===== src/hdl/lgs_pkg.sv =====
// Shared types, codes, constants and the life rule for the generation step block.
`timescale 1ns / 1ps
`default_nettype none

package lgs_pkg;

  // Default grid limits.
  localparam int MAX_COLS_DEF = 64;
  localparam int MAX_ROWS_DEF = 64;

  // Field widths of the transaction payloads and configuration port.
  localparam int CMD_W   = 2;
  localparam int COORD_W = 6;
  localparam int CFG_W   = 7;
  localparam int COUNT_W = 13;
  localparam int GEN_W   = 32;

  // Command codes.
  localparam logic [CMD_W-1:0] CMD_WRITE = 2'd0;
  localparam logic [CMD_W-1:0] CMD_STEP  = 2'd1;
  localparam logic [CMD_W-1:0] CMD_READ  = 2'd2;

  // Configuration register indexes.
  localparam logic REG_GRID_WIDTH  = 1'b0;
  localparam logic REG_GRID_HEIGHT = 1'b1;

  localparam logic [CFG_W-1:0] CFG_DIM_RESET = 7'd64;

  // The live count saturates at this value.
  localparam logic [COUNT_W-1:0] COUNT_MAX = 13'h1FFF;

  // B3/S23 rule.
  localparam logic [3:0] BORN_COUNT = 4'd3;
  localparam logic [3:0] KEEP_LOW   = 4'd2;
  localparam logic [3:0] KEEP_HIGH  = 4'd3;

  // Controls for the column tally chain.
  typedef struct packed {
    logic clear;
    logic add;
    logic shift;
  } tally_ctrl_t;

  function automatic logic life_next(input logic alive, input logic [3:0] n);
    if (alive) begin
      return (n >= KEEP_LOW) && (n <= KEEP_HIGH);
    end
    return n == BORN_COUNT;
  endfunction

endpackage

`default_nettype wire


===== src/hdl/lgs_row_cell.sv =====
// One row of the grid, a stage of the rotating row chain.
`timescale 1ns / 1ps
`default_nettype none

module lgs_row_cell #(
  parameter int COLS = lgs_pkg::MAX_COLS_DEF
) (
  input  wire logic            clk,
  input  wire logic            rst_n,
  input  wire logic            shift_en,
  input  wire logic [COLS-1:0] d,
  output logic      [COLS-1:0] q
);

  logic [COLS-1:0] row_r;

  // Reset leaves every cell dead.
  always_ff @(posedge clk) begin
    if (!rst_n) begin
      row_r <= '0;
    end else if (shift_en) begin
      row_r <= d;
    end
  end

  assign q = row_r;

endmodule

`default_nettype wire


===== config.mk =====
export PLATFORM = sky130hd
export DESIGN_NAME = lgs_row_cell
export DESIGN_NICKNAME = d
export VERILOG_FILES = /design/src/hdl/lgs_pkg.sv /design/src/hdl/lgs_row_cell.sv
export SDC_FILE = /design/constraint.sdc
export NUM_CORES = 1
export LEC_CHECK = 0
export BUFFER_PORTS_ARGS = -buffer_cell sky130_fd_sc_hd__buf_4
export CORE_MARGIN = 2
export CORE_UTILIZATION = 44
export DETAILED_ROUTE_END_ITERATION = 7
export GPL_TIMING_DRIVEN = 1
export HOLD_SLACK_MARGIN = 0.06
export PLACE_DENSITY_LB_ADDON = 0.2
export SYNTH_ARGS = -nofsm -noshare
export SYNTH_HDL_FRONTEND = slang
export SYNTH_SLANG_ARGS = --single-unit

===== constraint.sdc =====
create_clock -name clk -period 1 [get_ports clk]
set_input_delay 0.25 -clock clk [delete_from_list [all_inputs] [get_ports clk]]
set_output_delay 0.25 -clock clk [all_outputs]
set_load 0.02 [all_outputs]

==> impl.org <==
** Route
- Final routed wire length divided by cell count :: 13.6 um
- The detail route stage leaves a number of antenna-violating nets equal to 0.
- Average via count per standard cell :: 4.52
- In the routed design, unresolved DRC markers number 0.
- Vias post-DR :: 1906
- Final WL :: 5750 um
- The first detailed-routing pass took 4 iterations.
- Detailed router's first-iteration violation count :: 47

** Pwr
- Sequential cells burn 45.8% of the power.
- Net switching power figure :: 0.00151 W
- Internal power contribution :: 0.00469 W
- Gate power share :: 18.6%
- Of the total power, the share spent switching nets is approximately 24%.
- Pwr/cell area :: 1530 nW/um^2
- The clock network burns between 30% and 40% of the power.
- IR analysis of the VDD net gives a maximum drop of 1200 uV.
- Leak pwr :: between 1.5 and 2 nW

** Job
- Maximum Capacitance Violations :: 0

** Run status
- Failing checks :: negative setup slack
- The run finished, with violations left.

** Finish
- Compared with the post-synthesis result, the final layout area differs by 65.1%.
- Post-layout instance count excluding filler cells :: 422
- Post-layout net count :: just over 400
- The register with the most flip-flops in the layout has 64 of them.
- Summing all non-filler instances in the final layout gives an area of ~4000 sq um.
- The repair_antennas step left the layout with diodes totalling 0.
- The post-route netlist has 62.9% of its cells at a drive strength greater than 1.

** Floorplan
- Starting density of the core :: 45.1%
- The die is 78.6 um tall.
- The floorplan step defined a die boundary enclosing 6180 sq um.
- The floorplan has 27 rows.
- Placeable core region :: 5440 sq um
- Io pins :: 131
- X dimension of the die :: between 70 and 80 um

** Hold path
- The tightest min-delay check is of the in2reg type.
- Number of instances on the worst hold path :: 3
- In this run the most critical hold path is launched from d[26].
- The worst hold path terminates at q[26]$_SDFFE_PN0P_.

** Timing
- Skew final :: 0 ps
- Ratio of final minimum period to clock period :: 104%
- Once routing completed, OpenROAD measured the worst setup slack at -36.7 ps.
- At the pin with the least slew margin, the transition time is 186 ps.
- Fmax achieved :: just under 1000 MHz
- Setup repair after global routing could not meet its margin everywhere.
- The number of slew-limit violations in the final report is 0.
- Endpoints failing hold :: 0
- Worst hold slack :: approximately 180 ps
- Setup Viol. Count Final :: 64
- Counting I/O delays and the setup requirement, the final critical path takes between 1000 and 1500 ps.
- Headroom to the max-slew limit came out at around 87%.

** Setup path
- On the critical path the largest part of the delay comes from flip-flops.
- The critical path is of the reg2out type.
- The critical path starts at q[32]$_SDFFE_PN0P_.
- STA classifies the critical path startpoint as a flip-flop.
- The slowest stage of the critical path belongs to the cell dfxtp_2.
- The startpoint identified for the worst register-to-register timing path is q[9]$_SDFFE_PN0P_.
- Crit path max fanout :: 2
- Delay of the slowest cell on the worst path :: 350 ps
- Reg2reg path depth :: 4
- The worst register-to-register path ends at q[9]$_SDFFE_PN0P_.
- Cell Chain, Critical Path :: buf_6
- Critical path data arrival time :: 790 ps
- Counting both buffers and inverters, the worst setup path holds a total of 1.
- Data on the critical path is required at its endpoint by 750 ps.
- Reg-to-reg setup timing slack :: 150 ps
- STA classifies the critical path endpoint as a primary output.

** Clock network
- CTS placed an instance of clkbuf_8 at the clock tree root.
- Clock-pin slew reported for the worst setup and hold paths after clock tree synthesis :: roughly 70 ps
- TritonCTS clock tree :: built
- Max H-tree Level :: 3
- At the later pin of the worst-skew pair, clock insertion delay measures about 330 ps.
- Number of hold buffers added after cts :: 0
- Clock sink count :: 64
- CTS buffer count :: 9
- Maximum clock path buffer count :: 2

** GRT
- Entering global routing, the biggest net connects 34 pins.
- Summed over all layers, the global routing overflow is 0.
- The number of antenna violations at the first check in global routing was 0.
- Global routing consumed, over all layers together, 19.3% of the routing resources.
- First-pass GRT wire length :: a little over 9000 um
- Via count of the first global-routing pass :: 1953

** Placement
- Dpl hpwl :: between 3000 and 4000 um
- Worst setup slack after placement :: -29.8 ps
- Instance count after placement with tap cells included :: 400
- Quantity of I/O buffers inserted on ports :: 130
- Instance area at placement :: 3480 sq um
- Routability-driven placement congestion ratio :: 0.707

** Synthesis
- Syn_area_per_cell :: about 12 sq um
- In the synthesized netlist, the number of instances is slightly above 200.
- Post-Synthesis Cell Area :: 2450 sq um
- Synthesized flop and latch total :: 64
- Post-Synthesis Net Count :: 273
- Proportion of synthesized chip area in sequential cells :: 52.3%
- Library cells used by synthesis :: 7
- For this run, the number of Yosys warnings is 0.
metal layers:
layer  track usage, %  up-vias  part of all wire (%)
met5                0        -                     0
met4             10.2        0                   2.3
met3             7.93       13                   9.9
met2             30.9       86                    48
met1             21.9      853                    40
li1                 -      954                     -
kinds of logic (layout without fill, tap and decap cells):
| family | Yosys count | in the layout | synth area share [%] |
|---|---|---|---|
| flip-flops | 64 | 64 | 52.3 |
| multiplexers | 64 | 64 | 26.1 |
| AND/OR/NAND/NOR | 64 | 64 | 16.3 |
| buffers and inverters | 14 | 158 | 5.26 |
synthesized netlist by cell type:
cell type / count / area share (%)
buf_6: 1 / 0.46
buf_8: 6 / 3.7
clkbuf_1: 6 / 0.92
clkbuf_2: 1 / 0.20
dfxtp_1: 64 / 52
mux2i_1: 64 / 26
nor2b_1: 64 / 16
area by class of cell:
| cell class | count | area [sq um] |
|---|---|---|
| clock buffers | 13 | 159 |
| clock inverters | 3 | 40.0 |
| fillers | 412 | 1390 |
| multi-input cells | 128 | 1040 |
| flip-flops and latches | 64 | 1360 |
| well taps | 72 | 90.1 |
| repair buffers | 142 | 1360 |
repair_timing:
item	in CTS	in global routing
setup buffers	3	3
endpoints found under the setup margin	64	64
pin swaps	0	0
gates resized for setup	128	0
cell usage in the layout, fill, tap and decap left out:
| master | synthesis | routed |
|---|---|---|
| dfxtp_2 | 0 | 64 |
| clkbuf_8 | 0 | 11 |
| buf_4 | 0 | 74 |
| clkinv_2 | 0 | 2 |
| clkbuf_1 | 6 | 2 |
| bufinv_16 | 0 | 1 |
| nor2b_1 | 64 | 64 |
| buf_6 | 1 | 64 |
| mux2i_1 | 64 | 64 |
| buf_12 | 0 | 4 |
power by group through the flow:
stage | clock network [W] | registers, W | logic, W
finish | 0.00221 | 0.00284 | 0.00115
global route | 0.00237 | 0.00286 | 0.00123
CTS | 0.00227 | 0.00284 | 0.00114
detailed placement | 0 | 0.00284 | 0.00104
global placement | 0 | 0.00283 | 0.00102
floorplan | 0 | 0.00302 | 0.000365
per-stage QoR:
step                      util, %  setup TNS (ps)  power, W
after floorplan                 -               0   0.00338
after global placement       64.0               0   0.00385
after detailed placement     64.0           -49.5   0.00388
after CTS                    74.0           -2900   0.00625
after global routing         74.4           -3710   0.00645
final                        74.4           -1480   0.00619
how the worst max path moves through the flow:
stage	endpoint	slack (ps)	cells after the start
after global placement	q[8]$_SDFFE_PN0P_	20	4
after global routing	q[29]	-70	1
final	q[32]	-40	1
after detailed placement	q[51]$_SDFFE_PN0P_	-30	4
after CTS	q[63]	-60	1
after floorplan	q[10]$_SDFFE_PN0P_	100	4
Note: power is estimated with default switching activity, not from simulation.
