===== src/hdl/lgs_pkg.sv =====
// Shared types, codes, constants and the life rule for the generation step block.
`timescale 1ns / 1ps
`default_nettype none

package lgs_pkg;

  // Default grid limits.
  localparam int MAX_COLS_DEF = 64;
  localparam int MAX_ROWS_DEF = 64;

  // Field widths of the transaction payloads and configuration port.
  localparam int CMD_W   = 2;
  localparam int COORD_W = 6;
  localparam int CFG_W   = 7;
  localparam int COUNT_W = 13;
  localparam int GEN_W   = 32;

  // Command codes.
  localparam logic [CMD_W-1:0] CMD_WRITE = 2'd0;
  localparam logic [CMD_W-1:0] CMD_STEP  = 2'd1;
  localparam logic [CMD_W-1:0] CMD_READ  = 2'd2;

  // Configuration register indexes.
  localparam logic REG_GRID_WIDTH  = 1'b0;
  localparam logic REG_GRID_HEIGHT = 1'b1;

  localparam logic [CFG_W-1:0] CFG_DIM_RESET = 7'd64;

  // The live count saturates at this value.
  localparam logic [COUNT_W-1:0] COUNT_MAX = 13'h1FFF;

  // B3/S23 rule.
  localparam logic [3:0] BORN_COUNT = 4'd3;
  localparam logic [3:0] KEEP_LOW   = 4'd2;
  localparam logic [3:0] KEEP_HIGH  = 4'd3;

  // Controls for the column tally chain.
  typedef struct packed {
    logic clear;
    logic add;
    logic shift;
  } tally_ctrl_t;

  function automatic logic life_next(input logic alive, input logic [3:0] n);
    if (alive) begin
      return (n >= KEEP_LOW) && (n <= KEEP_HIGH);
    end
    return n == BORN_COUNT;
  endfunction

endpackage

`default_nettype wire


===== src/hdl/lgs_col_tally.sv =====
// Per-column live counter that also shifts toward column zero for summing.
`timescale 1ns / 1ps
`default_nettype none

module lgs_col_tally #(
  parameter int CW = 7
) (
  input  wire logic                clk,
  input  wire lgs_pkg::tally_ctrl_t ctrl,
  input  wire logic                bit_in,
  input  wire logic [CW-1:0]       shift_in,
  output logic      [CW-1:0]       q
);

  logic [CW-1:0] count_r;
  logic [CW-1:0] count_nxt;

  always_comb begin
    count_nxt = count_r;
    if (ctrl.clear) begin
      count_nxt = '0;
    end else if (ctrl.shift) begin
      count_nxt = shift_in;
    end else if (ctrl.add) begin
      count_nxt = count_r + CW'(bit_in);
    end
  end

  // Cleared at the start of every step, so no reset is needed.
  always_ff @(posedge clk) begin
    count_r <= count_nxt;
  end

  assign q = count_r;

endmodule

`default_nettype wire


===== config.mk =====
export PLATFORM = sky130hd
export DESIGN_NAME = lgs_col_tally
export DESIGN_NICKNAME = d
export VERILOG_FILES = /design/src/hdl/lgs_pkg.sv /design/src/hdl/lgs_col_tally.sv
export SDC_FILE = /design/constraint.sdc
export NUM_CORES = 1
export LEC_CHECK = 0
export BUFFER_PORTS_ARGS = -buffer_cell sky130_fd_sc_hd__buf_2
export CORE_AREA = 5 5 42 44
export CTS_BUF_LIST = sky130_fd_sc_hd__clkbuf_4 sky130_fd_sc_hd__clkbuf_8 sky130_fd_sc_hd__clkbuf_16
export DETAILED_ROUTE_END_ITERATION = 12
export DIE_AREA = 0 0 47 49
export GPL_ROUTABILITY_DRIVEN = 1
export GPL_TIMING_DRIVEN = 0
export SLEW_MARGIN = 20
export SYNTH_ARGS = -nofsm -noshare
export SYNTH_HDL_FRONTEND = slang
export SYNTH_SLANG_ARGS = --single-unit

===== constraint.sdc =====
create_clock -name clk -period 3.7 [get_ports clk]
set_clock_uncertainty 0.1 [all_clocks]
set_input_delay 0.185 -clock clk [delete_from_list [all_inputs] [get_ports clk]]
set_output_delay 0.185 -clock clk [all_outputs]
set_load 0.01 [all_outputs]

==> impl_results.md, run 1 <==
- Status: complete, no violations
- Top_reg_cell synth: dfxtp_1
- Mapped Cells: 42
- HP Start: shift_in[0]
- Syn Nets: 56
- Starting DRT DRC Count: 3
- Hold path endpoint: q[0]
- Hold path cells: 3
- Top-count cell post-synth: dfxtp_1
- Core footprint: 0.00140 sq mm
- Slowest Stage Delay on Critical Path: between 0.3 and 0.4 ns
- Vias in the first global route: ~340
- # port buffers: 18
- Reg-to-reg startpoint: q[0]
- Initial antenna violation count: 0
- Finished Layout Cells: 80
- Share of layout cells above drive strength 1: 0.391
- GP Congestion: 0.684
- RSZ-0062 raised after global routing: no
- Fmax: 674 MHz
- Std-Cell Rows: 14
- Router iterations before antenna repair: 2
- Cell repeated most along the worst path: ha_1
- # diodes: 0
- Post-CTS Setup Bufs: 0
- Die ar.: 0.00230 sq mm
- R2r worst-path depth: 5
- Seq/Total Area, Yosys: 0.384
- Post-synth EDFFs: 0
- Slew Viols, Final: 0
- Vias per Instance: 4.74
- Root buf cell: clkbuf_4
- Synth area leaders: dfxtp_1 (38%), xor2_1 (7.2%), ha_1 (6.8%)
- Crit start category: register
- Antenna-violating nets left: 0
- Cell taking the most area after synthesis: dfxtp_1
- Final period utilization: 0.401
- Synth cell types: 18
- Hold Violations, Final: 0
- Area grow syn2layout: 38.4%
- Worst Path Required: 3.79 ns
- Cells after DPL: 76
- Die Wd: 47 microns
- Worst slew margin: 0.699
- Peak VDD IR: 0.169 mV
- First-pass GRT wire length: 1460 microns
- Initial core utilization: 0.261
- Max FFs per register: 7
- Leak: roughly 0.23 nW
- CP bufs+invs: 0
- Critical path's top delay family: simple AND/OR/NAND/NOR gates
- Largest net degree at the start of global routing: 11
- Commonest cells post-synth: dfxtp_1 (7), nand2_1 (6), nor2_1 (4), a211oi_1 (3), xor2_1 (3)
- CTS resizes: 0
- Post-DR wirelength/cell: 10.8 microns
- Number of synthesized register bits: 7
- Post-synth top area share: 0.384
- FILL cells: 156
- Pwr Density: roughly 400 mW/mm^2
- Clk sinks: 7
- Post-DP HPWL: 676 microns
- Longest Clk Path Bufs: 2
- Ports: 19
- Crit path kind: register to register
- Setup TNS Final: 0 ns
- Routed vias: 379
- Worst reg2reg endpoint: q[6]
- CTS clk-pin slew, worst paths: 0.06 ns
- Reg2Reg Setup Slack: ~2.2 ns
- Min Tclk post-route: about 1.5 ns
- Mean Syn Cell Area: approximately 8.7 sq um
- Die Ht: 49 microns
- Clock Latency Late Sink: approximately 0.26 ns
- Final setup fails: 0
- Routed Wire Length: slightly below 900 microns
- DRC: 0
- Total gr overflow: 0
- Hold Crit Class: input pin to register
- NumNets Final: 79
- Syn. warnings: 0
- TritonCTS buffer count: 3
- CP max FO: 3
- CTS Hold Buffers Added: 0
- GRT Overall Usage: 0.0944
- Critical Path Sink Type: register
- Mapped Area: 365 sq um
- Async SR Flop Fraction: 0
- Worst-Margin Slew: 0.451 ns
- CP max-delay cell: or3_1
- CTS tree: built
- Max Cap Viol: 0
- H-tree levels: 1
- Crit-path cells: ha_1 -> ha_1 -> nand3_1 -> or3_1 -> a31oi_1
- Critical path arrival: 1.57 ns
## report_power, final
part | switching (mW) | internal (mW)
Sequential | 0.00537 | 0.0808
Clock | 0.0315 | 0.0487
Combinational | 0.0150 | 0.0153
## routing by layer
layer	global-route usage	share of wire
met1	0.115	0.45
met2	0.115	0.39
met3	0.0369	0.12
met4	0.0968	0.046
met5	0	0
## worst max path at each step
stage | start | endpoint | slack [ns] | cells after the start
2_1_floorplan | q[0] | q[6] | 2.22 | 5
3_3_place_gp | q[0] | q[6] | 2.24 | 5
3_5_place_dp | q[0] | q[6] | 2.22 | 5
4_1_cts | q[0] | q[6] | 2.20 | 5
5_1_grt | q[0] | q[6] | 2.07 | 5
6_report | q[0] | q[6] | 2.22 | 5
## worst register-to-register path, cell delays in order, from the launching register on
cell,delay (ns)
dfxtp_1,0.34
ha_1,0.19
ha_1,0.20
nand3_1,0.09
or3_1,0.35
a31oi_1,0.15
## area by class of cell
type                            count  area, sq um  area share
Timing Repair Buffer               18         90.1       0.178
Inverter                            1         3.75     0.00743
Tap cell                           16         20.0      0.0396
Sequential cell                     7          140       0.277
Buffer                              1         3.75     0.00743
Clock buffer                        4         30.0      0.0594
Multi-Input combinational cell     33          218       0.431
## per-stage QoR
| stage | worst slack [ns] | power (mW) | instance area, sq um | hold WS [ns] | util |
|---|---|---|---|---|---|
| finish | 2.22 | 0.197 | 505 | 0.0714 | 0.361 |
| global route | 2.07 | 0.212 | 505 | 0.0875 | 0.361 |
| CTS | 2.20 | 0.199 | 505 | 0.0707 | 0.361 |
| detailed placement | 2.22 | 0.119 | 475 | 0.345 | 0.339 |
| global placement | 2.24 | 0.118 | 475 | 0.335 | 0.339 |
| floorplan | 2.22 | 0.103 | 365 | 0.154 | - |
## layout by cell type (no fill, tap or decap), drive strengths merged
master and count:
nand2 6, a311oi 1, xor2 3, nor2 4, dfxtp 7, nand4 2, a31oi 1, nand3 2
a21oi 2, or3 2, a211oi 3, buf 18, o21ai 2, o21bai 1, inv 1, clkbuf 5
ha 2, mux2 2
## logic make-up (layout without fill, tap and decap cells)
logic type,after synthesis,after routing,synth area share
and+or+nand+nor,16,16,0.216
AOI/OAI and AO/OA,10,10,0.178
DFF,7,7,0.384
xor gates and xnor gates,3,3,0.0719
adders and majority gates,2,2,0.0685
muxes,2,2,0.0616
buffers and inverters,2,24,0.0205
Power figures use the tool's default switching activity.
==> run 2: changes to the inputs <==
- ABC_AREA: default -> 1
- clock period: 3.7 -> 1.51 ns (I/O delays scaled with it)
==> impl_results.md, run 2 <==
- Status: complete, no violations
- GRT Overall Usage: 0.0977
- NumNets Final: 95
- Routed vias: 440
- Longest Clk Path Bufs: 2
- FILL cells: between 150 and 200
- Post-synth top area share: 0.321
- DRC: 0
- Worst slew margin: 0.858
- Area grow syn2layout: 33.2%
- Hold Violations, Final: 0
- CP max FO: 4
- Min Tclk post-route: 1.33 ns
- Top-count cell post-synth: nand2_1
- Final period utilization: 0.879
- Post-CTS Setup Bufs: 0
- Critical Path Sink Type: register
- Std-Cell Rows: 14
- Critical path arrival: around 1.4 ns
- Syn. warnings: 0
- Initial antenna violation count: 0
- Setup TNS Final: 0 ns
- Die Ht: roughly 49 microns
- HP Start: shift_in[2]
- Vias in the first global route: 395
- Slew Viols, Final: 0
- Reg-to-reg startpoint: q[0]
- Total chip power: roughly 0.5 mW
- Leak: 0.288 nW
- Peak VDD IR: 0.384 mV
- Fmax: between 700 and 800 MHz
- Syn Nets: 72
- Post-DP HPWL: between 800 and 900 microns
- Most frequent cells in the layout: buf_2 (17), nand2_1 (13), dfxtp_1 (7), inv_1 (6), nand3_1 (6)
- Mapped Cells: 58
- Final setup fails: 0
- Commonest cells post-synth: nand2_1 (13), dfxtp_1 (7), inv_1 (6), nand3_1 (6), a22oi_1 (4)
- CTS tree: built
- Crit start category: register
- Synth area leaders: dfxtp_1 (32%), nand2_1 (11%), nand3_1 (6.9%)
- Cell taking the most area after synthesis: dfxtp_1
- Pwr Density: 837 mW/mm^2
- CTS clk-pin slew, worst paths: 0.06 ns
- Initial core utilization: 0.312
- # port buffers: 17
- Share of layout cells above drive strength 1: 0.350
- Root buf cell: clkbuf_4
- TritonCTS buffer count: 3
- # diodes: 0
- Post-synth EDFFs: 0
- Seq/Total Area, Yosys: 0.321
- Async SR Flop Fraction: 0
- Hold Crit Class: input pin to register
- Clk sinks: 7
- Starting DRT DRC Count: 9
- Post-DR wirelength/cell: 10.6 microns
- RSZ-0062 raised after global routing: no
- Antenna-violating nets left: 0
- Number of synthesized register bits: 7
- Die ar.: 0.00230 sq mm
- CTS resizes: 0
- First-pass GRT wire length: 1660 microns
- Mapped Area: 437 sq um
- Worst-Margin Slew: 0.212 ns
- Clock Latency Late Sink: 0.24 ns
- Mean Syn Cell Area: 7.53 sq um
- Ports: 19
- Routed Wire Length: 1010 microns
- H-tree levels: 1
- Top_reg_cell synth: dfxtp_1
- Most common cell after layout, fill and taps aside: buf_2
- Total gr overflow: 0
- Router iterations before antenna repair: 4
- Max Cap Viol: 0
- GP Congestion: between 0.7 and 0.8
- Vias per Instance: 4.58
- Largest net degree at the start of global routing: 9
- Worst Path Required: 1.60 ns
- Max FFs per register: 7
- CTS Hold Buffers Added: 1
- Synth cell types: 18
- Crit path kind: register to register
- Crit path from: q[0]
- Core footprint: 0.00140 sq mm
- Die Wd: around 47 microns
-- run 2: area by class of cell --
cell class / instances / area [sq um] / area share
Buffer: 1 / 11.3 / 0.0194
Clock buffer: 4 / 30.0 / 0.0516
Inverter: 8 / 35.0 / 0.0602
Multi-Input combinational cell: 42 / 250 / 0.430
Sequential cell: 7 / 140 / 0.241
Tap cell: 16 / 20.0 / 0.0344
Timing Repair Buffer: 18 / 95.1 / 0.163
-- run 2: worst max-delay path, cell delays in order, from the launching register on --
cell,delay (ns)
dfxtp_1,0.34
ha_1,0.17
ha_1,0.16
nand2_1,0.11
o21bai_1,0.14
o211ai_1,0.12
a21oi_2,0.12
-- run 2: path summary, 6_finish.rpt --
path,to,slack (ns),cells past startpoint
worst max register to register,q[4],0.18,6
worst min register to register,q[0],0.47,4
worst max-delay path,q[4],0.18,6
worst min-delay path,q[2],0.009,3
-- run 2: per-layer routing --
metal | share of wire | vias to the layer above | global-route usage
met5 | 0 | - | 0
met4 | 0.016 | 0 | 0.0553
met3 | 0.069 | 2 | 0.0258
met2 | 0.43 | 12 | 0.127
met1 | 0.48 | 186 | 0.140
li1 | - | 240 | -
-- run 2: cell families (layout without fill, tap and decap cells) --
group	Yosys count	count (layout)	synth area share
compound gates	14	14	0.218
buf+inv	9	31	0.106
simple gates	24	24	0.258
xor+xnor	2	2	0.0401
flops	7	7	0.321
fa+ha+maj	2	2	0.0573
-- run 2: stage by stage --
stage	std cells	utilization	instance area [sq um]	hold WS (ns)	setup slack (ns)
after global placement	91	0.387	542	0.219	0.205
after floorplan	58	-	437	0.0379	0.214
final	96	0.415	582	0.00931	0.183
after global routing	96	0.415	582	0.0254	0.0626
after CTS	96	0.415	582	0.00930	0.174
after detailed placement	91	0.387	542	0.220	0.194
-- run 2: power breakdown --
part	switching [mW]	total (mW)	internal [mW]
Combinational	0.0472	0.0902	0.0430
Sequential	0.0113	0.208	0.197
Clock	0.0699	0.189	0.119
