$ cat src/hdl/lgs_pkg.sv
// Shared types, codes, constants and the life rule for the generation step block.
`timescale 1ns / 1ps
`default_nettype none

package lgs_pkg;

  // Default grid limits.
  localparam int MAX_COLS_DEF = 64;
  localparam int MAX_ROWS_DEF = 64;

  // Field widths of the transaction payloads and configuration port.
  localparam int CMD_W   = 2;
  localparam int COORD_W = 6;
  localparam int CFG_W   = 7;
  localparam int COUNT_W = 13;
  localparam int GEN_W   = 32;

  // Command codes.
  localparam logic [CMD_W-1:0] CMD_WRITE = 2'd0;
  localparam logic [CMD_W-1:0] CMD_STEP  = 2'd1;
  localparam logic [CMD_W-1:0] CMD_READ  = 2'd2;

  // Configuration register indexes.
  localparam logic REG_GRID_WIDTH  = 1'b0;
  localparam logic REG_GRID_HEIGHT = 1'b1;

  localparam logic [CFG_W-1:0] CFG_DIM_RESET = 7'd64;

  // The live count saturates at this value.
  localparam logic [COUNT_W-1:0] COUNT_MAX = 13'h1FFF;

  // B3/S23 rule.
  localparam logic [3:0] BORN_COUNT = 4'd3;
  localparam logic [3:0] KEEP_LOW   = 4'd2;
  localparam logic [3:0] KEEP_HIGH  = 4'd3;

  // Controls for the column tally chain.
  typedef struct packed {
    logic clear;
    logic add;
    logic shift;
  } tally_ctrl_t;

  function automatic logic life_next(input logic alive, input logic [3:0] n);
    if (alive) begin
      return (n >= KEEP_LOW) && (n <= KEEP_HIGH);
    end
    return n == BORN_COUNT;
  endfunction

endpackage

`default_nettype wire

$ cat src/hdl/lgs_row_eval.sv
// Next-generation logic for one row from its window of three rows.
`timescale 1ns / 1ps
`default_nettype none

module lgs_row_eval #(
  parameter int COLS = lgs_pkg::MAX_COLS_DEF
) (
  input  wire logic [COLS-1:0] above,
  input  wire logic [COLS-1:0] cur,
  input  wire logic [COLS-1:0] below,
  input  wire logic [COLS-1:0] col_mask,
  input  wire logic            above_ok,
  input  wire logic            below_ok,
  input  wire logic            row_ok,
  output logic      [COLS-1:0] next_row
);

  logic [COLS+1:0] a_ext;
  logic [COLS+1:0] c_ext;
  logic [COLS+1:0] b_ext;

  // Rows outside the grid and columns beyond the width count as dead;
  // the extra zero bit at each end is the dead side boundary.
  always_comb begin
    a_ext = {1'b0, (above_ok ? above & col_mask : '0), 1'b0};
    c_ext = {1'b0, cur & col_mask, 1'b0};
    b_ext = {1'b0, (below_ok ? below & col_mask : '0), 1'b0};
  end

  for (genvar c = 0; c < COLS; c++) begin : g_lane
    logic [3:0] n;
    assign n = 4'(a_ext[c]) + 4'(a_ext[c+1]) + 4'(a_ext[c+2])
             + 4'(c_ext[c])                  + 4'(c_ext[c+2])
             + 4'(b_ext[c]) + 4'(b_ext[c+1]) + 4'(b_ext[c+2]);
    assign next_row[c] = row_ok && col_mask[c] && lgs_pkg::life_next(c_ext[c+1], n);
  end

endmodule

`default_nettype wire

$ cat config.mk
export PLATFORM = sky130hd
export DESIGN_NAME = lgs_row_eval
export DESIGN_NICKNAME = d
export VERILOG_FILES = /design/src/hdl/lgs_pkg.sv /design/src/hdl/lgs_row_eval.sv
export SDC_FILE = /design/constraint.sdc
export NUM_CORES = 1
export LEC_CHECK = 0
export BUFFER_PORTS_ARGS = -buffer_cell sky130_fd_sc_hd__buf_2
export CAP_MARGIN = 10
export CELL_PAD_IN_SITES_DETAIL_PLACEMENT = 1
export CELL_PAD_IN_SITES_GLOBAL_PLACEMENT = 1
export CORE_MARGIN = 8
export CORE_UTILIZATION = 40
export DETAILED_ROUTE_END_ITERATION = 6
export PLACE_DENSITY = 0.8
export SLEW_MARGIN = 20
export SYNTH_ARGS = -nofsm -noshare
export SYNTH_HDL_FRONTEND = slang
export SYNTH_SLANG_ARGS = --single-unit
$ cat constraint.sdc
create_clock -name vclk -period 4.1
set_input_delay 0.41 -clock vclk [all_inputs]
set_output_delay 0.41 -clock vclk [all_outputs]
set_load 0.005 [all_outputs]
==> impl_summary.log, run 1 <==
INFO  metric critical_path_buf_inv_count = 7
INFO  metric global_route.usage.met2 = 44.5%
INFO  metric finalSetupViolCount = 39
INFO  metric hold_path_startpoint = cur[0]
INFO  metric initial_utilization = 40.3%
INFO  metric timing.final.hold_violations = 0
INFO  metric dpl_cell_area = 15200 µm²
INFO  metric dieArea = 37400 µm²
INFO  metric route.antenna.remaining_nets = 0
INFO  metric power_per_cell_area = 134 nW/µm²
INFO  metric die_width = 193 µm
INFO  metric unrepaired_setup_endpoints_after_global_routing = yes
INFO  metric num-fill-cells = 3643
INFO  metric cp_slowest_cell = fa_1
INFO  metric syn_inst = 1401
INFO  metric critPathKind = input port to output pin
INFO  metric top_area_cells_in_the_synthesized_netlist = fa_1, ha_1, inv_1
INFO  metric drive_gt1_share = 50.1%
INFO  metric die_y = 193 µm
INFO  metric dp.cells = 2189
INFO  metric drt_first_pass_iters = 4
INFO  metric port-buffer-count = 323
INFO  metric detailedPlacementHpwl = 36500 µm
INFO  metric drc_violations_left = 0
INFO  metric globalRouteOverflowTotal = 0
INFO  metric globalRouteMet3Util = 3.66%
INFO  metric timing.final.crit_share = 105%
INFO  metric p_leak = 8.77 nW
INFO  metric post-synth-top-area-fraction = 40.1%
INFO  metric global_route_wire_length_before_repair = 72000 µm
INFO  metric floorplan.core_area = 31200 µm²
INFO  metric post-synth-top-count-cell = inv_1
INFO  metric hold_buffers = 0
INFO  metric number_of_global_route_vias_before_repair = 13951
INFO  metric final.setup.worst_slack = -192 ps
INFO  metric rows = 65
INFO  metric track_usage = 23.3%
INFO  metric synthesis.area_per_instance = 8.97 µm²
INFO  metric clock_buffers = 0
INFO  metric synth_seq_area_share = 0%
INFO  metric globalplace.congestion = 0.908
INFO  metric worstHoldPathCells = 4
INFO  metric status = complete, but fails checks
INFO  metric fmax_achieved = 233 MHz
INFO  metric first_iter_violations = 349
INFO  metric count_of_sequential_standard_cells = 0
INFO  metric vias_per_cell = 5.19
INFO  metric netlist_area = 12600 µm²
INFO  metric worst_ep_required_time = 3690 ps
INFO  metric postLayoutCellArea = 17100 µm²
INFO  metric synth_area_leader_cell = fa_1
INFO  metric cpPeakStageDelay = 540 ps
INFO  metric grt_start_max_net_pins = 59
INFO  metric peakVddDrop = 0.0752 mV
INFO  metric syn_to_final_growth = 36.1%
INFO  metric max_cap_viol_count = 0
INFO  metric critical_path.cell_chain = buf_12, buf_12, buf_16, and3_4, inv_4, fa_1, fa_2, fa_1, inv_2, ha_2, inv_2, fa_2, a211oi_2, mux2i_1, nor3_2, buf_2
INFO  metric drt-wirelength-per-cell = 20.7 µm
INFO  metric transition_time_at_the_pin_with_the_least_slew_margin = 1080 ps
INFO  metric holdCritPathClass = input port to output pin
INFO  metric worstPathMaxFanout = 5
INFO  metric synth.net_count = 2100
INFO  metric sequential_cell_area = 0 µm²
INFO  metric synthesis.yosys.warnings = 0
INFO  metric routed_wl = 46600 µm
INFO  metric synth.distinct_cells = 31
INFO  metric finish.cell_count_without_fillers = 2256
INFO  metric critical-path-top-delay-family = adder cells
INFO  metric grt.met1_usage = 26.1%
INFO  metric globalRoute.busiestLayer = met2
INFO  metric pin_count = 323
INFO  metric multiInputGateArea = 11900 µm²
INFO  metric report.final.slew_viol_count = 0
INFO  metric violations = negative setup slack
INFO  metric cp.arrival = 3880 ps
INFO  metric vias = 11710
INFO  metric num-nets-final = 2543
INFO  metric holdPathEnd = next_row[0]
INFO  metric grt_antenna_before_repair = 16
INFO  metric synthTopCellsByCount = inv_1, fa_1, ha_1, nand2_1, nand3_1
INFO  metric end_kind = output pin
INFO  metric slew_headroom = 27.7%
INFO  metric startpoint_type = input port
INFO  metric period_minus_slack = 4290 ps
INFO  metric totalPowerFinal = 2.29 mW
==> area by class of cell <==
type / count / area share, %
Timing Repair Buffer: 461 / 17.1
Tap cell: 402 / 2.94
Antenna cell: 12 / 0.175
Multi-Input combinational cell: 942 / 69.7
Inverter: 439 / 10.1
==> power by group <==
part | switching, mW | internal, mW
clock | 0 | 0.000000392
sequential | 0 | 0
combinational | 1.25 | 1.04
==> placed cells by master (no fill, tap or decap), drive strengths merged, types with 30 or more instances in the layout <==
cell type / count
a211oi: 33
nand2: 88
inv: 439
buf: 461
nand3: 69
mux2i: 30
o211ai: 56
nor3: 53
and3: 64
ha: 188
fa: 252
==> per-stage QoR <==
| stage | utilization (%) | worst slack (ps) | setup TNS, ps | hold WS (ps) |
|---|---|---|---|---|
| floorplan | - | 340 | 0 | 916 |
| global placement | 48.6 | -143 | -2620 | 1170 |
| detailed placement | 48.6 | -308 | -8290 | 1160 |
| CTS | 52.5 | -179 | -3910 | 1170 |
| global route | 54.8 | -278 | -8960 | 1190 |
| finish | 54.8 | -192 | -3030 | 1160 |
==> layer usage <==
layer	wire length (µm)	vias to the layer above	share of wire [%]
li1	-	5347	-
met1	17600	5833	38
met2	24800	383	53
met3	2400	137	5.1
met4	1800	10	3.9
met5	56	-	0.12
==> timing repair <==
| action | CTS | global route |
|---|---|---|
| setup buffers | 26 | 25 |
| cloned | 5 | 0 |
| pin swaps | 177 | 165 |
| endpoints found under the setup margin | 58 | 62 |
| resized for setup | 297 | 165 |
==> cells by family (layout without fill, tap and decap cells) <==
group	after synthesis	in the layout	share of synthesized area [%]
adders and majority gates	440	440	58.8
AOI/OAI and AO/OA	132	132	8.76
muxes	30	30	2.39
and+or+nand+nor	340	340	15.4
buffers and inverters	459	900	14.6
other	0	12	0
==> worst max-delay path by stage <==
stage | endpoint | from | depth (start not counted) | slack (ps)
floorplan | next_row[15] | above_ok | 13 | 340
global placement | next_row[15] | above_ok | 15 | -140
detailed placement | next_row[7] | above_ok | 15 | -310
CTS | next_row[36] | above_ok | 16 | -180
global route | next_row[44] | above_ok | 17 | -280
finish | next_row[25] | above_ok | 16 | -190
Power figures use the tool's default switching activity.
==> run 2, diff against run 1 <==
--- a/config.mk
+++ b/config.mk
@@ -7,7 +7,7 @@
 export LEC_CHECK = 0
 export BUFFER_PORTS_ARGS = -buffer_cell sky130_fd_sc_hd__buf_2
 export CAP_MARGIN = 10
-export CELL_PAD_IN_SITES_DETAIL_PLACEMENT = 1
+export CELL_PAD_IN_SITES_DETAIL_PLACEMENT = 0
 export CELL_PAD_IN_SITES_GLOBAL_PLACEMENT = 1
 export CORE_MARGIN = 8
 export CORE_UTILIZATION = 40
==> run 2 against run 1 <==
Against the previous run: the flow still finishes with violations (negative setup slack); hold slack improved by 14 ps; core utilization decreased by 2.4 points; via count decreased by 6.5%; wire length decreased by 22%; power decreased by 13%; cell count decreased by 1.5%; sequential share of layout area unchanged; global-route usage decreased by 3.9 points; combinational power decreased by 13%; final area decreased by 4.3%; non-clock buffer count decreased by 29; largest cell class unchanged; largest power group unchanged.
==> impl_summary.log, run 2 (same netlist as run 1, synthesis figures left out) <==
INFO  metric status = complete, but fails checks
INFO  metric violations = negative setup slack
INFO  metric met1_length = 15400 µm
INFO  metric rows = 65
INFO  metric period_minus_slack = 4200 ps
INFO  metric hold_buffers = 0
INFO  metric number_of_global_route_vias_before_repair = 12708
INFO  metric clock_buffers = 0
INFO  metric die_width = 193 µm
INFO  metric cp.arrival = 3790 ps
INFO  metric num-fill-cells = 2917
INFO  metric met3RoutedLength = 1720 µm
INFO  metric final.setup.worst_slack = -104 ps
INFO  metric report.final.slew_viol_count = 0
INFO  metric fmax_achieved = 238 MHz
INFO  metric num-nets-final = 2514
INFO  metric track_usage = 19.4%
INFO  metric grt_start_max_net_pins = 59
INFO  metric critPathKind = input port to output pin
INFO  metric holdCritPathClass = input port to output pin
INFO  metric initial_utilization = 40.3%
INFO  metric drive_gt1_share = 44.1%
INFO  metric vias = 10950
INFO  metric sequential_cell_area = 0 µm²
INFO  metric place_ws = -233 ps
INFO  metric highest-signal-layer = met5
INFO  metric end_kind = output pin
INFO  metric die_y = 193 µm
INFO  metric max_cap_viol_count = 0
INFO  metric drt-wirelength-per-cell = 16.3 µm
INFO  metric slew_headroom = 28.8%
INFO  metric count_of_sequential_standard_cells = 0
INFO  metric worst_ep_required_time = 3690 ps
INFO  metric drt_first_pass_iters = 6
INFO  metric globalplace.congestion = 0.908
INFO  metric globalRouteOverflowTotal = 0
INFO  metric holdPathEnd = next_row[57]
INFO  metric peakVddDrop = 0.0751 mV
INFO  metric dieArea = 37400 µm²
INFO  metric global_route_wire_length_before_repair = 61500 µm
INFO  metric met2_wire_length = 18400 µm
INFO  metric syn_to_final_growth = 30.2%
INFO  metric port-buffer-count = 323
INFO  metric floorplan.core_area = 31200 µm²
INFO  metric first_iter_violations = 252
INFO  metric multiInputGateArea = 11600 µm²
INFO  metric timing.final.hold_violations = 0
INFO  metric pin_count = 323
INFO  metric power_per_cell_area = 122 nW/µm²
INFO  metric worstPathMaxFanout = 6
INFO  metric unrepaired_setup_endpoints_after_global_routing = yes
INFO  metric p_leak = 8.51 nW
INFO  metric vias_per_cell = 4.93
INFO  metric totalPowerFinal = 2.00 mW
INFO  metric route.antenna.remaining_nets = 0
INFO  metric detailedPlacementHpwl = 31600 µm
INFO  metric worstHoldPathCells = 4
INFO  metric finalSetupTns = -1030 ps
INFO  metric timing.final.crit_share = 103%
INFO  metric most-common-layout-cells = inv_1, buf_2, fa_1
INFO  metric startpoint_type = input port
INFO  metric drc_violations_left = 0
INFO  metric routed_wl = 36200 µm
INFO  metric transition_time_at_the_pin_with_the_least_slew_margin = 1070 ps
INFO  metric grt_antenna_before_repair = 12
INFO  metric hold_path_startpoint = col_mask[57]
INFO  metric layout_commonest_cell = inv_1
INFO  metric finalSetupViolCount = 24
run 2: cell count changes in the layout (fill, tap and decap cells not counted), sizes merged:
cell and change:
diode -4, buf -29
run 2: what timing repair did:
action                     in CTS  in global routing
buffers inserted               15                 12
setup endpoints to repair      53                 62
gates cloned                    2                  0
pin swaps                      99                 86
gates resized for setup       240                 93
run 2: final cells by class:
type | count | area share (%)
tap | 402 | 3.07
multi-input combinational | 942 | 70.6
timing repair buffer | 432 | 15.8
inverter | 439 | 10.4
antenna | 8 | 0.122
run 2: report_power, final:
part / total, mW / leakage (nW) / internal, mW / switching, mW
clock: 0.000000261 / 0.0000507 / 0.000000261 / 0
sequential: 0 / 0 / 0 / 0
combinational: 2.00 / 8.51 / 0.920 / 1.08
run 2: stage by stage:
stage                     hold WS (ps)  cells  instance area, µm²  util (%)
after floorplan                    916   1401               12600         -
after global placement            1170   2189               15200      48.6
after detailed placement          1170   2189               15200      48.6
after CTS                         1170   2205               16000      51.4
after global routing              1190   2220               16400      52.4
final                             1170   2223               16400      52.4
run 2: worst max-delay path: stages:
cell       delay [ps]
buf_12            120
buf_12            140
buf_8             140
and3_4            180
fa_1              490
inv_2              40
fa_1              530
fa_1              540
inv_2              50
ha_4              150
fa_1              510
o2111ai_2         130
a21oi_2           210
buf_2             150
run 2: worst max-delay path by stage:
stage / startpoint / endpoint / slack, ps / cells past startpoint
after floorplan: above_ok / next_row[15] / 340 / 13
after global placement: above_ok / next_row[15] / -140 / 15
after detailed placement: above_ok / next_row[8] / -230 / 15
after CTS: above_ok / next_row[32] / -150 / 16
after global routing: above_ok / next_row[60] / -260 / 16
final: above_ok / next_row[28] / -100 / 14
run 2: metal layers:
metal	track usage (%)	up-vias
met5	0	-
met4	3.11	10
met3	3.18	42
met2	35.6	238
met1	23.8	5384
li1	-	5276
==> run 3, diff against run 2 <==
--- a/config.mk
+++ b/config.mk
@@ -12,7 +12,7 @@
 export CORE_MARGIN = 8
 export CORE_UTILIZATION = 40
 export DETAILED_ROUTE_END_ITERATION = 6
-export PLACE_DENSITY = 0.8
+export PLACE_DENSITY_LB_ADDON = 0.1
 export SLEW_MARGIN = 20
 export SYNTH_ARGS = -nofsm -noshare
 export SYNTH_HDL_FRONTEND = slang
==> run 3 against run 2 <==
Against the previous run: critical path type unchanged; via count is 1.6% lower; critical path depth is 2 higher; the run still ends with negative setup slack left; first-iteration DRC count is 2.8% higher.
==> impl_summary.log, run 3 (same netlist as run 1, synthesis figures left out) <==
INFO  metric cp_slowest_cell = fa_1
INFO  metric end_kind = output pin
INFO  metric period_minus_slack = 4180 ps
INFO  metric report.final.slew_viol_count = 0
INFO  metric num-fill-cells = 3051
INFO  metric fmax_achieved = 239 MHz
INFO  metric holdCritPathClass = input port to output pin
INFO  metric most-common-layout-cells = inv_1, buf_2, fa_1
INFO  metric number_of_global_route_vias_before_repair = 12010
INFO  metric vias = 10774
INFO  metric final.setup.worst_slack = -81.5 ps
INFO  metric routed_wl = 35800 µm
INFO  metric status = complete, but fails checks
INFO  metric layout_commonest_cell = inv_1
INFO  metric num-nets-final = 2521
INFO  metric die_width = 193 µm
INFO  metric sequential_cell_area = 0 µm²
INFO  metric worst_ep_required_time = 3690 ps
INFO  metric route.antenna.remaining_nets = 0
INFO  metric rows = 65
INFO  metric worstPathMaxFanout = 7
INFO  metric drt-wirelength-per-cell = 16.1 µm
INFO  metric drc_violations_left = 0
INFO  metric critical_path.cell_chain = buf_12, buf_12, buf_12, and3_4, inv_4, fa_1, fa_1, fa_1, inv_1, ha_1, inv_1, fa_2, a211oi_2, mux2i_1, nor3_2, buf_2
INFO  metric syn_to_final_growth = 31.8%
INFO  metric cp.arrival = 3770 ps
INFO  metric grt_start_max_net_pins = 50
INFO  metric critical-path-top-delay-family = adder cells
INFO  metric cpPeakStageDelay = 510 ps
INFO  metric startpoint_type = input port
INFO  metric slew_headroom = 40.8%
INFO  metric globalplace.congestion = 0.855
INFO  metric dp.cells = 2192
INFO  metric hold_path_startpoint = col_mask[30]
INFO  metric cp-startpoint = above_ok
INFO  metric dieArea = 37400 µm²
INFO  metric global_route_wire_length_before_repair = 59300 µm
INFO  metric timing.final.crit_share = 102%
INFO  metric floorplan.core_area = 31200 µm²
INFO  metric initial_utilization = 40.3%
INFO  metric unrepaired_setup_endpoints_after_global_routing = yes
INFO  metric vias_per_cell = 4.85
INFO  metric critPathKind = input port to output pin
INFO  metric pin_count = 323
INFO  metric transition_time_at_the_pin_with_the_least_slew_margin = 888 ps
INFO  metric count_of_sequential_standard_cells = 0
INFO  metric port-buffer-count = 323
INFO  metric drt_first_pass_iters = 4
INFO  metric finalSetupViolCount = 18
INFO  metric hold_buffers = 0
INFO  metric timing.final.hold_violations = 0
INFO  metric max_cap_viol_count = 0
INFO  metric clock_buffers = 0
INFO  metric die_y = 193 µm
INFO  metric track_usage = 18.8%
INFO  metric postLayoutCellArea = 16600 µm²
INFO  metric dpl_cell_area = 15200 µm²
INFO  metric grt_antenna_before_repair = 5
INFO  metric finish.cell_count_without_fillers = 2223
INFO  metric violations = negative setup slack
INFO  metric critical_path_buf_inv_count = 7
INFO  metric globalRouteOverflowTotal = 0
INFO  metric detailedPlacementHpwl = 30800 µm
INFO  metric multiInputGateArea = 11700 µm²
INFO  metric drive_gt1_share = 46.3%
INFO  metric first_iter_violations = 259
[run 3: path summary, 6_finish.rpt]
path,depth (start not counted),endpoint
worst max-delay path,16,next_row[5]
worst min-delay path,4,next_row[30]
[run 3: area by class of cell]
cell class | count | share of cell area, %
inverter | 439 | 10.2
timing repair buffer | 439 | 16.1
tap | 402 | 3.04
antenna | 1 | 0.0151
multi-input combinational | 942 | 70.6
[run 3: stage by stage]
step	setup WS [ps]	util, %	TNS, ps	hold WS (ps)
after CTS	-127	50.7	-1470	1170
after floorplan	340	-	0	916
after detailed placement	-248	48.6	-5310	1170
final	-81.5	53.0	-496	1170
after global placement	-153	48.6	-3880	1170
after global routing	-234	53.0	-6020	1190
[run 3: repair_timing]
| action | in CTS | in global routing |
|---|---|---|
| setup buffers | 4 | 21 |
| pin swaps | 54 | 126 |
| gates resized for setup | 160 | 211 |
| hold endpoints to repair | 0 | 0 |
| endpoints found under the setup margin | 56 | 62 |
| cloned | 4 | 1 |
[run 3: worst min-delay path: stages]
cell and delay [ps]:
buf_2 120, o211ai_2 70, nor3_2 40, buf_2 120
[run 3: routing by layer]
| metal | GRT usage (%) | wire, µm |
|---|---|---|
| met4 | 0.884 | 184 |
| met1 | 24.5 | 16200 |
| met3 | 2.41 | 1510 |
| met5 | 0 | 63 |
| met2 | 34.3 | 17900 |
